## config.mk

```make
export PLATFORM = sky130hd
export DESIGN_NAME = fifo_tlb_core
export DESIGN_NICKNAME = d
export VERILOG_FILES = /design/src/ftlb_pkg.sv /design/src/fifo_tlb_core.sv /design/src/ftlb_cell.sv
export SDC_FILE = /design/constraint.sdc
export NUM_CORES = 2
export LEC_CHECK = 0
export ABC_AREA = 1
export BUFFER_PORTS_ARGS = -buffer_cell sky130_fd_sc_hd__buf_2
export CAP_MARGIN = 15
export CORE_ASPECT_RATIO = 0.6
export CORE_MARGIN = 5
export CORE_UTILIZATION = 59
export DETAILED_ROUTE_END_ITERATION = 8
export PLACE_DENSITY = 0.75
export SYNTH_ARGS = -nofsm -noshare
export SYNTH_HDL_FRONTEND = slang
export SYNTH_SLANG_ARGS = --single-unit
```

## constraint.sdc

```tcl
create_clock -name clk -period 3.7 [get_ports clk]
set_input_delay 0.185 -clock clk [delete_from_list [all_inputs] [get_ports clk]]
set_output_delay 0.185 -clock clk [all_outputs]
set_load 0.05 [all_outputs]
```

## src/ftlb_pkg.sv

```systemverilog
package ftlb_pkg;

	// Default geometry of the translation buffer
	localparam int ENTRIES_DEF    = 16;
	localparam int PAGE_BITS_DEF  = 20;
	localparam int FRAME_BITS_DEF = 16;

	// Request codes carried in the low bits of the input tdata
	typedef enum logic [1:0] {
		ACT_LOOKUP = 2'd0,
		ACT_INSERT = 2'd1,
		ACT_REMOVE = 2'd2,
		ACT_CLEAR  = 2'd3
	} action_t;

	// Control part of the search token that walks the cell chain
	typedef struct packed {
		logic    vld;
		action_t act;
		logic    matched;
		logic    free_found;
	} tok_ctl_t;

endpackage

```

## src/fifo_tlb_core.sv

```systemverilog
// Channel  Dir  Payload (tdata, lowest bit up)              Transfer
// s_*      in   action[1:0], page, frame, zero pad           s_tvalid & s_tready
// m_*      out  hit, frame_out, zero pad                     m_tvalid & m_tready
//
// Lookup, insert and remove occupy the block until done: it accepts the
// request, the search token walks the cell chain one cell per cycle, and
// the finish step fills a slot or loads the result register.
// Clear is done at its transfer.
// Reset clears all valid bits and the replacement pointer at once.
// A lookup result waits in the finish step while the output register is full.
module fifo_tlb_core
	import ftlb_pkg::*;
#(
	parameter int ENTRIES    = ENTRIES_DEF,
	parameter int PAGE_BITS  = PAGE_BITS_DEF,
	parameter int FRAME_BITS = FRAME_BITS_DEF,
	localparam int IDX_W     = $clog2(ENTRIES),
	localparam int IN_W      = ((2 + PAGE_BITS + FRAME_BITS + 7) / 8) * 8,
	localparam int OUT_W     = ((1 + FRAME_BITS + 7) / 8) * 8
) (
	input  logic             clk,
	input  logic             arst_n,
	input  logic             s_tvalid,
	output logic             s_tready,
	input  logic [IN_W-1:0]  s_tdata,  // action, page, frame, zero pad
	output logic             m_tvalid,
	input  logic             m_tready,
	output logic [OUT_W-1:0] m_tdata   // hit, frame_out, zero pad
);

	typedef enum logic [1:0] {
		ST_IDLE,
		ST_WALK,
		ST_FINISH
	} state_t;

	state_t                state_q;
	logic                  acc;
	action_t               in_act;
	logic [PAGE_BITS-1:0]  in_page;
	logic [FRAME_BITS-1:0] in_frame;
	logic                  clr;

	tok_ctl_t              tok_ctl   [ENTRIES+1];
	logic [PAGE_BITS-1:0]  tok_page  [ENTRIES+1];
	logic [FRAME_BITS-1:0] tok_frame [ENTRIES+1];
	logic [IDX_W-1:0]      tok_idx   [ENTRIES+1];
	logic [ENTRIES:0]      tok_vld_vec;
	logic [ENTRIES-1:0]    valid_vec;

	tok_ctl_t              fin_ctl_q;
	logic [PAGE_BITS-1:0]  fin_page_q;
	logic [FRAME_BITS-1:0] fin_frame_q;
	logic [IDX_W-1:0]      fin_idx_q;
	logic [IDX_W-1:0]      ptr_q;
	logic                  m_tvalid_q;
	logic                  hit_q;
	logic [FRAME_BITS-1:0] frame_out_q;
	logic                  res_load;

	logic                  wr_en;
	logic [IDX_W-1:0]      wr_idx;

	// Unpack the request
	assign s_tready = (state_q == ST_IDLE);
	assign acc      = s_tvalid && s_tready;
	assign in_act   = action_t'(s_tdata[1:0]);
	assign in_page  = s_tdata[2 +: PAGE_BITS];
	assign in_frame = s_tdata[2 + PAGE_BITS +: FRAME_BITS];
	assign clr      = acc && (in_act == ACT_CLEAR);

	// Launch the search token into the first cell
	always_comb begin
		tok_ctl[0].vld        = acc && (in_act != ACT_CLEAR);
		tok_ctl[0].act        = in_act;
		tok_ctl[0].matched    = 1'b0;
		tok_ctl[0].free_found = 1'b0;
		tok_page[0]           = in_page;
		tok_frame[0]          = (in_act == ACT_INSERT) ? in_frame : '0;
		tok_idx[0]            = '0;
	end

	// On an insert that found no match, fill the lowest free slot, or the FIFO slot on a full table
	assign wr_en  = (state_q == ST_FINISH) && (fin_ctl_q.act == ACT_INSERT) &&
	                !fin_ctl_q.matched;
	assign wr_idx = fin_ctl_q.free_found ? fin_idx_q : ptr_q;

	// Load the result register once it is free or being drained
	assign res_load = (state_q == ST_FINISH) && (fin_ctl_q.act == ACT_LOOKUP) &&
	                  (!m_tvalid_q || m_tready);

	for (genvar i = 0; i < ENTRIES; i++) begin : g_cell
		ftlb_cell #(
			.IDX        (i),
			.IDX_W      (IDX_W),
			.PAGE_BITS  (PAGE_BITS),
			.FRAME_BITS (FRAME_BITS)
		) u_cell (
			.clk        (clk),
			.arst_n     (arst_n),
			.tin_ctl    (tok_ctl[i]),
			.tin_page   (tok_page[i]),
			.tin_frame  (tok_frame[i]),
			.tin_idx    (tok_idx[i]),
			.tout_ctl   (tok_ctl[i+1]),
			.tout_page  (tok_page[i+1]),
			.tout_frame (tok_frame[i+1]),
			.tout_idx   (tok_idx[i+1]),
			.wr_en      (wr_en),
			.wr_idx     (wr_idx),
			.wr_page    (fin_page_q),
			.wr_frame   (fin_frame_q),
			.clr        (clr),
			.valid      (valid_vec[i])
		);
	end

	for (genvar i = 0; i <= ENTRIES; i++) begin : g_vld
		assign tok_vld_vec[i] = tok_ctl[i].vld;
	end

	// Sequence one request at a time and hold the result register
	always_ff @(posedge clk or negedge arst_n) begin
		if (!arst_n) begin
			state_q     <= ST_IDLE;
			fin_ctl_q   <= '0;
			fin_page_q  <= '0;
			fin_frame_q <= '0;
			fin_idx_q   <= '0;
			ptr_q       <= '0;
			m_tvalid_q  <= 1'b0;
			hit_q       <= 1'b0;
			frame_out_q <= '0;
		end else begin
			if (res_load) begin
				m_tvalid_q <= 1'b1;
			end else if (m_tvalid_q && m_tready) begin
				m_tvalid_q <= 1'b0;
			end
			case (state_q)
				ST_IDLE: begin
					if (clr) begin
						ptr_q <= '0;
					end else if (acc) begin
						state_q <= ST_WALK;
					end
				end
				ST_WALK: begin
					if (tok_ctl[ENTRIES].vld) begin
						fin_ctl_q   <= tok_ctl[ENTRIES];
						fin_page_q  <= tok_page[ENTRIES];
						fin_frame_q <= tok_frame[ENTRIES];
						fin_idx_q   <= tok_idx[ENTRIES];
						state_q     <= ST_FINISH;
					end
				end
				ST_FINISH: begin
					case (fin_ctl_q.act)
						ACT_LOOKUP: begin
							if (res_load) begin
								hit_q       <= fin_ctl_q.matched;
								frame_out_q <= fin_ctl_q.matched ? fin_frame_q : '0;
								state_q     <= ST_IDLE;
							end
						end
						ACT_INSERT: begin
							if (!fin_ctl_q.matched && !fin_ctl_q.free_found) begin
								ptr_q <= (ptr_q == IDX_W'(ENTRIES - 1)) ? '0 :
								         ptr_q + 1'b1;
							end
							state_q <= ST_IDLE;
						end
						default: begin
							state_q <= ST_IDLE;
						end
					endcase
				end
				default: begin
					state_q <= ST_IDLE;
				end
			endcase
		end
	end

	assign m_tvalid = m_tvalid_q;
	assign m_tdata  = OUT_W'({frame_out_q, hit_q});

	// At most one token walks the chain
	a_one_token: assert property (@(posedge clk) disable iff (!arst_n)
		$countones(tok_vld_vec) <= 1)
		else $error("more than one search token in the cell chain");

	// No token in flight while new requests are taken
	a_idle_empty: assert property (@(posedge clk) disable iff (!arst_n)
		s_tready |-> (tok_vld_vec[ENTRIES:1] == '0))
		else $error("request taken while a search is in progress");

	// Replacement pointer stays inside the table
	a_ptr_range: assert property (@(posedge clk) disable iff (!arst_n)
		32'(ptr_q) < ENTRIES)
		else $error("replacement pointer out of range");

	// Clear leaves no valid entry behind
	a_clear_all: assert property (@(posedge clk) disable iff (!arst_n)
		clr |=> (valid_vec == '0))
		else $error("entry still valid after clear");

	// A fill only happens in the step right after the walk
	a_fill_miss: assert property (@(posedge clk) disable iff (!arst_n)
		wr_en |-> ($past(state_q) == ST_WALK))
		else $error("slot fill outside the finish step");

endmodule

```

## src/ftlb_cell.sv

```systemverilog
module ftlb_cell
	import ftlb_pkg::*;
#(
	parameter int IDX        = 0,
	parameter int IDX_W      = $clog2(ENTRIES_DEF),
	parameter int PAGE_BITS  = PAGE_BITS_DEF,
	parameter int FRAME_BITS = FRAME_BITS_DEF
) (
	input  logic                  clk,
	input  logic                  arst_n,
	// token from the previous cell
	input  tok_ctl_t              tin_ctl,
	input  logic [PAGE_BITS-1:0]  tin_page,
	input  logic [FRAME_BITS-1:0] tin_frame,
	input  logic [IDX_W-1:0]      tin_idx,
	// token to the next cell
	output tok_ctl_t              tout_ctl,
	output logic [PAGE_BITS-1:0]  tout_page,
	output logic [FRAME_BITS-1:0] tout_frame,
	output logic [IDX_W-1:0]      tout_idx,
	// broadcast fill and clear
	input  logic                  wr_en,
	input  logic [IDX_W-1:0]      wr_idx,
	input  logic [PAGE_BITS-1:0]  wr_page,
	input  logic [FRAME_BITS-1:0] wr_frame,
	input  logic                  clr,
	output logic                  valid
);

	logic                  valid_q;
	logic [PAGE_BITS-1:0]  page_q;
	logic [FRAME_BITS-1:0] frame_q;
	tok_ctl_t              tok_ctl_q;
	logic [PAGE_BITS-1:0]  tok_page_q;
	logic [FRAME_BITS-1:0] tok_frame_q;
	logic [IDX_W-1:0]      tok_idx_q;
	logic                  hit;
	logic                  free;
	logic                  wr_here;

	// First valid match along the chain claims the token
	assign hit     = tin_ctl.vld && valid_q && !tin_ctl.matched && (page_q == tin_page);
	assign free    = tin_ctl.vld && !valid_q && !tin_ctl.free_found;
	assign wr_here = wr_en && (wr_idx == IDX_W'(IDX));

	// Entry valid bit
	always_ff @(posedge clk or negedge arst_n) begin
		if (!arst_n) begin
			valid_q <= 1'b0;
		end else if (clr) begin
			valid_q <= 1'b0;
		end else if (wr_here) begin
			valid_q <= 1'b1;
		end else if (hit && tin_ctl.act == ACT_REMOVE) begin
			valid_q <= 1'b0;
		end
	end

	// Entry page and frame
	always_ff @(posedge clk) begin
		if (wr_here) begin
			page_q  <= wr_page;
			frame_q <= wr_frame;
		end else if (hit && tin_ctl.act == ACT_INSERT) begin
			frame_q <= tin_frame;
		end
	end

	// Advance the token control to the next cell
	always_ff @(posedge clk or negedge arst_n) begin
		if (!arst_n) begin
			tok_ctl_q <= '0;
		end else begin
			tok_ctl_q.vld        <= tin_ctl.vld;
			tok_ctl_q.act        <= tin_ctl.act;
			tok_ctl_q.matched    <= tin_ctl.matched | hit;
			tok_ctl_q.free_found <= tin_ctl.free_found | free;
		end
	end

	// Advance the token payload; a lookup hit picks up this frame
	always_ff @(posedge clk) begin
		tok_page_q  <= tin_page;
		tok_frame_q <= (hit && tin_ctl.act == ACT_LOOKUP) ? frame_q : tin_frame;
		tok_idx_q   <= free ? IDX_W'(IDX) : tin_idx;
	end

	assign tout_ctl   = tok_ctl_q;
	assign tout_page  = tok_page_q;
	assign tout_frame = tok_frame_q;
	assign tout_idx   = tok_idx_q;
	assign valid      = valid_q;

endmodule
```

-- After elaboration in Yosys (flattened, before gate mapping)
Index checks and enable logic that the tools add are counted.
- bits in registers: 1365
- input port bits: 44
- output and inout bits: 26
- logic and storage cells: 647
- add/subtract/negate cells: 1
- eq/ne operators: 76
- multiplexer cells: 112
- bitwise gates (word level): 30
- reductions and logical operators: 258
- operators by type and width (kind ; count):
    16-bit two-way mux ; 50
    20-bit == test ; 16
    1-bit logical AND ; 151
    1-bit two-way mux ; 50
    1-bit zero test ; 49
    3-bit nonzero test ; 16
    2-bit by 1-bit == test with 1-bit output (second input constant) ; 18
    2-bit == test (second input constant) ; 18
    4-bit == test (second input constant) ; 9
    2-bit zero test ; 18
    2-bit nonzero test ; 18
    1-bit bitwise OR ; 30
    4-bit two-way mux ; 5
    4-bit by 3-bit == test with 1-bit output (second input constant) ; 4
    2-bit two-way mux ; 5
    4-bit by 2-bit == test with 1-bit output (second input constant) ; 2
    2-bit by 1-bit != test with 1-bit output (second input constant) ; 4
    4-bit one-hot mux with 2 select lines ; 1
    4-bit AND reduction ; 2
    2-bit != test (second input constant) ; 3
    2-bit one-hot mux with 3 select lines ; 1
    4-bit by 1-bit adder with 4-bit output (second input constant) ; 1
    4-bit by 1-bit == test with 1-bit output (second input constant) ; 1
    4-bit zero test ; 1
    other kinds (4) ; 4

-- Logic depth before layout (Yosys ltp)
- depth in word-level cells: 9
- mapped depth: 12
- mapped depth without buffers: 11

-- Modules after synthesis
A second synthesis with hierarchy kept.
- cell total of the unflattened synthesis: 5506
- area total of the unflattened synthesis: 52188.8 um^2
- by module, submodules not included (module ; instances ; cells an instance ; area an instance (um^2) ; sequential area each (um^2)):
    ftlb_cell at g_cell[1].u_cell ... ; 4 ; 320 ; 3069.2 ; 2031.9
    ftlb_cell at g_cell[10].u_cell ... ; 4 ; 322 ; 3065.4 ; 2031.9
    ftlb_cell at g_cell[11].u_cell ... ; 2 ; 320 ; 3057.9 ; 2031.9
    ftlb_cell at g_cell[13].u_cell ... ; 2 ; 319 ; 3054.2 ; 2031.9
    ftlb_cell at g_cell[0].u_cell ; 1 ; 322 ; 3128.0 ; 2031.9
    ftlb_cell at g_cell[15].u_cell ; 1 ; 320 ; 3115.5 ; 2031.9
    ftlb_cell at g_cell[3].u_cell ; 1 ; 319 ; 3065.4 ; 2031.9
    ftlb_cell at g_cell[12].u_cell ; 1 ; 320 ; 3061.7 ; 2031.9
    fifo_tlb_core ; 1 ; 379 ; 3055.4 ; 1701.6

-- Worst setup path after synthesis
No wires, ideal clock.
- path type: register -> register
- start point: reg state_q[0]
- end point: reg g_cell[0].u_cell.frame_q[0], enable pin
- setup time: 0.411 ns
- data arrival time: 3.005 ns
- required time: 3.289 ns
- path slack: 0.284 ns
- stages on the path, launching flop included: 8
- path buffers: 0
- clock period less this slack: 3.416 ns
- cell sequence: dfrtp_1 -> nor2_1 -> nand2_1 -> nor2_1 -> nand2_1 -> nor2_2 -> nand2_1 -> o21ai_0
- RTL lines (what ; RTL line ; RTL):
    start, declared ; fifo_tlb_core.sv:37 ; state_t state_q;
    start signal, assigned ; fifo_tlb_core.sv:125 ; state_q <= ST_IDLE;
    start signal, assigned ; fifo_tlb_core.sv:145 ; state_q <= ST_WALK;
    start signal, assigned ; fifo_tlb_core.sv:154 ; state_q <= ST_FINISH;
    end signal, assigned ; ftlb_cell.sv:63 ; frame_q <= wr_frame;
    end signal, assigned ; ftlb_cell.sv:65 ; frame_q <= tin_frame;
    end, declared ; ftlb_cell.sv:32 ; logic [FRAME_BITS-1:0] frame_q;

-- Worst setup path in the final report
- start point: reg state_q[0]
- end point: reg g_cell[7].u_cell.page_q[16], enable pin
- cells in the longest elaborated chain, start to end: 4
- ends and longest elaborated chain (what ; RTL line ; RTL):
    2-bit == test ; fifo_tlb_core.sv:84 ; assign wr_en = (state_q == ST_FINISH) && (fin_ctl_q.act == ACT_INSERT) &&
    1-bit logical AND (2 in series) ; fifo_tlb_core.sv:84 ;
    1-bit logical AND ; ftlb_cell.sv:44 ; assign wr_here = wr_en && (wr_idx == IDX_W'(IDX));
    named net g_cell[7].u_cell.wr_here ; ftlb_cell.sv:39 ; logic wr_here;
    end signal, assigned ; ftlb_cell.sv:62 ; page_q <= wr_page;
    end, declared ; ftlb_cell.sv:31 ; logic [PAGE_BITS-1:0] page_q;
The timed path passes the listed nets, and every way through them passes these cells.
A chain may end at the register's enable or synchronous reset.

==> results.txt <==
- Die Height: 234.7 um
- In this run the clock root is driven by a sky130_fd_sc_hd__clkbuf_16.
- Syn Area/Cell: 9.859 um^2
* Number of buffers on the longest clock path: 3
* Count of H-tree levels built during CTS: 3
- Post-synthesis sequential area ratio: 68.32%
- For the worst-skew pair, the clock arrives at the later sink with an insertion delay of 710 ps.
- Number of global-route vias before repair: 30890
* Most used DFF post-synth: sky130_fd_sc_hd__dfxtp_1
- The flow ran to the end, and the final reports show no timing, DRC or antenna violations.
- Highest clock rate: 0.3521 GHz
- Buffers placed on the I/O ports in this run total 60.
- Register bit total from synthesis: 1365
* Worst Setup Slack post-DPL: 909.6 ps
* # hold bufs at CTS: 42
- Layout cell share with drive strength beyond 1: 6.697%
- Setup repair after global routing left no endpoint under its margin.
- Detailed-placement wirelength estimate: 79.47 mm
- Startpoint type of the worst setup path: flop
* Class of the tightest hold or removal check: primary input to async pin
* Worst-Margin Slew: 1261 ps
* TritonCTS clock tree: built
- After routing, the total negative slack on setup checks comes to 0 ps.
- Routability-driven placement congestion ratio: 0.8630
- Largest net degree at the start of global routing: 91
- In this design, the critical path's most frequently occurring cell is sky130_fd_sc_hd__nand2_2.
- Post-synthesis instance area: 49640 um^2
- For this run, the post-layout net count is 5216.
* Post-DRT Antenna Nets: 0
* Via count: 33440
* Number of clock sinks: 1365
* Post-cts sizing count: 0
* Overall fraction of global-route tracks in use: 26.16%
* Antenna violations before repair: 7
* Top delay family on crit path: simple AND/OR/NAND/NOR gates
* Most area-hungry cell type in the Yosys netlist: sky130_fd_sc_hd__edfxtp_1
- DRC violations left: 0
- On the critical path, the stage with the largest delay is an instance of sky130_fd_sc_hd__inv_1.
- The total overflow left after global routing is 0.
- The first global-routing pass estimated 180.0 mm of wire.
- Count of unique library cells instantiated by Yosys: 35
- Across the VDD grid, the largest voltage drop is 0.4054 mV.
* Via-per-instance ratio: 5.217
- In this run the worst path has a maximum fanout of 35.
- The worst setup path is captured at a flop.
- I/O pin count: 70
* Ys Warns: 0
- Max-slew violation count: 0
* Post-route fraction of the period consumed by the critical path: 76.77%
- EDFF count, synth: 576
* Reported max-cap violation count: 0
- Summed over its instances, the top area cell type makes up 34.84% of the synthesized netlist area.
- Worst Clk Skew: 23.66 ps
- In this design, the stage delay of the slowest critical-path cell is 740 ps.
- Synthesis handed over a netlist of 5035 instances.
- Post-layout worst setup margin: 859.6 ps
* Worst slew margin relative to its limit: 15.92%
- In this run the core area contains 82 standard-cell rows.
- For this design the static power due to leakage is 25.33 nW.
* Effective utilization at floorplan: 59.51%
- In the final routed layout, each cell accounts on average for 18.49 um.
- Clock tree synthesis inserted a total of 113 buffers.
- Number of setup violations in the final report: 0
- The final layout contains routed wiring with a total length of 118.5 mm.
* Worst path required time: 4030 ps
- DRT iter0 DRCs: 4026
- Clock edge transition at the registers on the reported setup and hold paths: 70 ps
- The floorplan step defined a die boundary enclosing 90230 um^2.
- Crit-path cells: nor2_4 -> inv_2 -> nor2_1 -> nand2_2 -> nor3_4 -> nand2_2 -> inv_1
* Share of flip-flops with an asynchronous set or reset after synthesis: 12.01%
- At the worst endpoint, the arrival time is 3170 ps.
- In this run the post-CTS setup repair buffer count came out at 0.
* Buffering stage count on the worst path with inverters included: 2
* Count of endpoints failing hold in the final timing report: 0
- Share of the core filled with cells in the final layout: 66.42%
* Min Clock Period, post-route: 2840 ps
* Fin Hold WS: 70.01 ps
* Number of iterations in the first detailed-routing pass: 6
- In the post-synthesis netlist, the biggest area contributors are sky130_fd_sc_hd__edfxtp_1 35%, sky130_fd_sc_hd__dfxtp_1 25%, sky130_fd_sc_hd__nand2_1 13%.
- The worst setup path is of the flop to flop kind.
- Area added between synthesis and finish: 11.60%
* Cell area power density: 622.2 nW/um^2
- The die is 384.5 um wide.
- Standard cell core area: 83410 um^2
## cell usage in the layout (no fill, tap or decap), types with 47 or more instances in the layout
| cell type | Yosys | routed |
|---|---|---|
| sky130_fd_sc_hd__nand2_1 | 1704 | 1704 |
| sky130_fd_sc_hd__inv_1 | 651 | 651 |
| sky130_fd_sc_hd__dfxtp_1 | 625 | 625 |
| sky130_fd_sc_hd__edfxtp_1 | 576 | 576 |
| sky130_fd_sc_hd__nand3_1 | 308 | 307 |
| sky130_fd_sc_hd__nor2_1 | 302 | 302 |
| sky130_fd_sc_hd__o21ai_0 | 274 | 273 |
| sky130_fd_sc_hd__dfrtp_1 | 164 | 164 |
| sky130_fd_sc_hd__clkbuf_16 | 0 | 117 |
| sky130_fd_sc_hd__buf_2 | 36 | 59 |
| sky130_fd_sc_hd__xnor2_1 | 56 | 56 |
| sky130_fd_sc_hd__nand4_1 | 47 | 47 |
## kinds of logic after synthesis
group | count (synthesis) | synth area share, %
and+or+nand+nor | 2402 | 19.46
DFF | 1365 | 68.32
buffers and inverters | 805 | 6.614
AOI/OAI and AO/OA | 361 | 3.685
xor gates and xnor gates | 74 | 1.306
muxes | 26 | 0.5898
adders and majority gates | 1 | 0.02520
other | 1 | 0.007554
## per-stage QoR
stage	std cells	instance area [um^2]	power (mW)
3_3_place_gp	6143	50950	21.97
2_1_floorplan	5041	49660	19.79
3_5_place_dp	6144	50980	22.09
4_1_cts	6401	55290	34.37
6_report	6410	55400	34.47
5_1_grt	6405	55390	35.62
## worst register-to-register path: stages (launching register included)
cell and delay, ps:
sky130_fd_sc_hd__dfrtp_1 440, sky130_fd_sc_hd__nor2_4 230, sky130_fd_sc_hd__inv_2 80, sky130_fd_sc_hd__nor2_1 110, sky130_fd_sc_hd__nand2_2 140, sky130_fd_sc_hd__nor3_4 300
sky130_fd_sc_hd__nand2_2 410, sky130_fd_sc_hd__inv_1 750
## synth_stat cells, types with 40 or more instances
library cell and instances:
sky130_fd_sc_hd__o21ai_1 40, sky130_fd_sc_hd__nand3_1 308, sky130_fd_sc_hd__nand4_1 47, sky130_fd_sc_hd__dfxtp_1 625
sky130_fd_sc_hd__dfrtp_1 164, sky130_fd_sc_hd__edfxtp_1 576, sky130_fd_sc_hd__nor2_1 302, sky130_fd_sc_hd__nand2_1 1704
sky130_fd_sc_hd__o21ai_0 274, sky130_fd_sc_hd__inv_1 651, sky130_fd_sc_hd__clkbuf_1 58, sky130_fd_sc_hd__xnor2_1 56
## path summary, 6_finish.rpt
path | startpoint | cells past startpoint | slack (ps) | to
worst max-delay path | state_q[0] | 7 | 860 | g_cell[7].u_cell.page_q[16]
worst min-delay path | arst_n | 3 | 70 | g_cell[8].u_cell.tout_ctl[2]
worst max register to register | state_q[0] | 7 | 860 | g_cell[7].u_cell.page_q[16]
worst min register to register | g_cell[3].u_cell.tout_page[8] | 0 | 350 | g_cell[4].u_cell.tout_page[8]
max in group asynchronous | arst_n | 3 | 2950 | fin_frame_q[11]
min in group clk | s_tdata[14] | 2 | 130 | g_cell[0].u_cell.tout_page[12]
## layer usage
layer | vias to the layer above | wire (um) | track usage [%]
li1 | 16140 | - | -
met1 | 15520 | 55360 | 42.81
met2 | 1606 | 47260 | 35.57
met3 | 174 | 13280 | 5.441
met4 | 0 | 2614 | 6.443
met5 | - | 0 | 0
## registers in the layout (all words and copies together), names as in the netlist
name,flops
g_cell.u_cell.tout_idx,49
g_cell.u_cell.page_q,320
fin_ctl_q,4
fin_idx_q,4
fin_frame_q,16
m_tvalid,1
frame_out_q,16
g_cell.u_cell.tout_page,320
g_cell.u_cell.tout_frame,256
g_cell.u_cell.tout_ctl,80
fin_page_q,20
state_q,2
g_cell.u_cell.frame_q,256
hit_q,1
ptr_q,4
g_cell.u_cell.valid,16
## cell type report
type,count,area (um^2)
Antenna cell,5,12.51
Clock buffer,164,3254
Clock inverter,51,630.6
Fill cell,6129,28010
Inverter,674,2530
Multi-Input combinational cell,2871,12470
Sequential cell,1365,33910
Tap cell,1134,1419
Timing Repair Buffer,146,1170
## power breakdown
group	total (mW)	internal [mW]	switching, mW
clock	12.4	6.99	5.37
sequential	19.0	17.2	1.71
combinational	3.16	0.839	2.32
total	34.5	25.1	9.40
(Power assumes the default switching activity.)
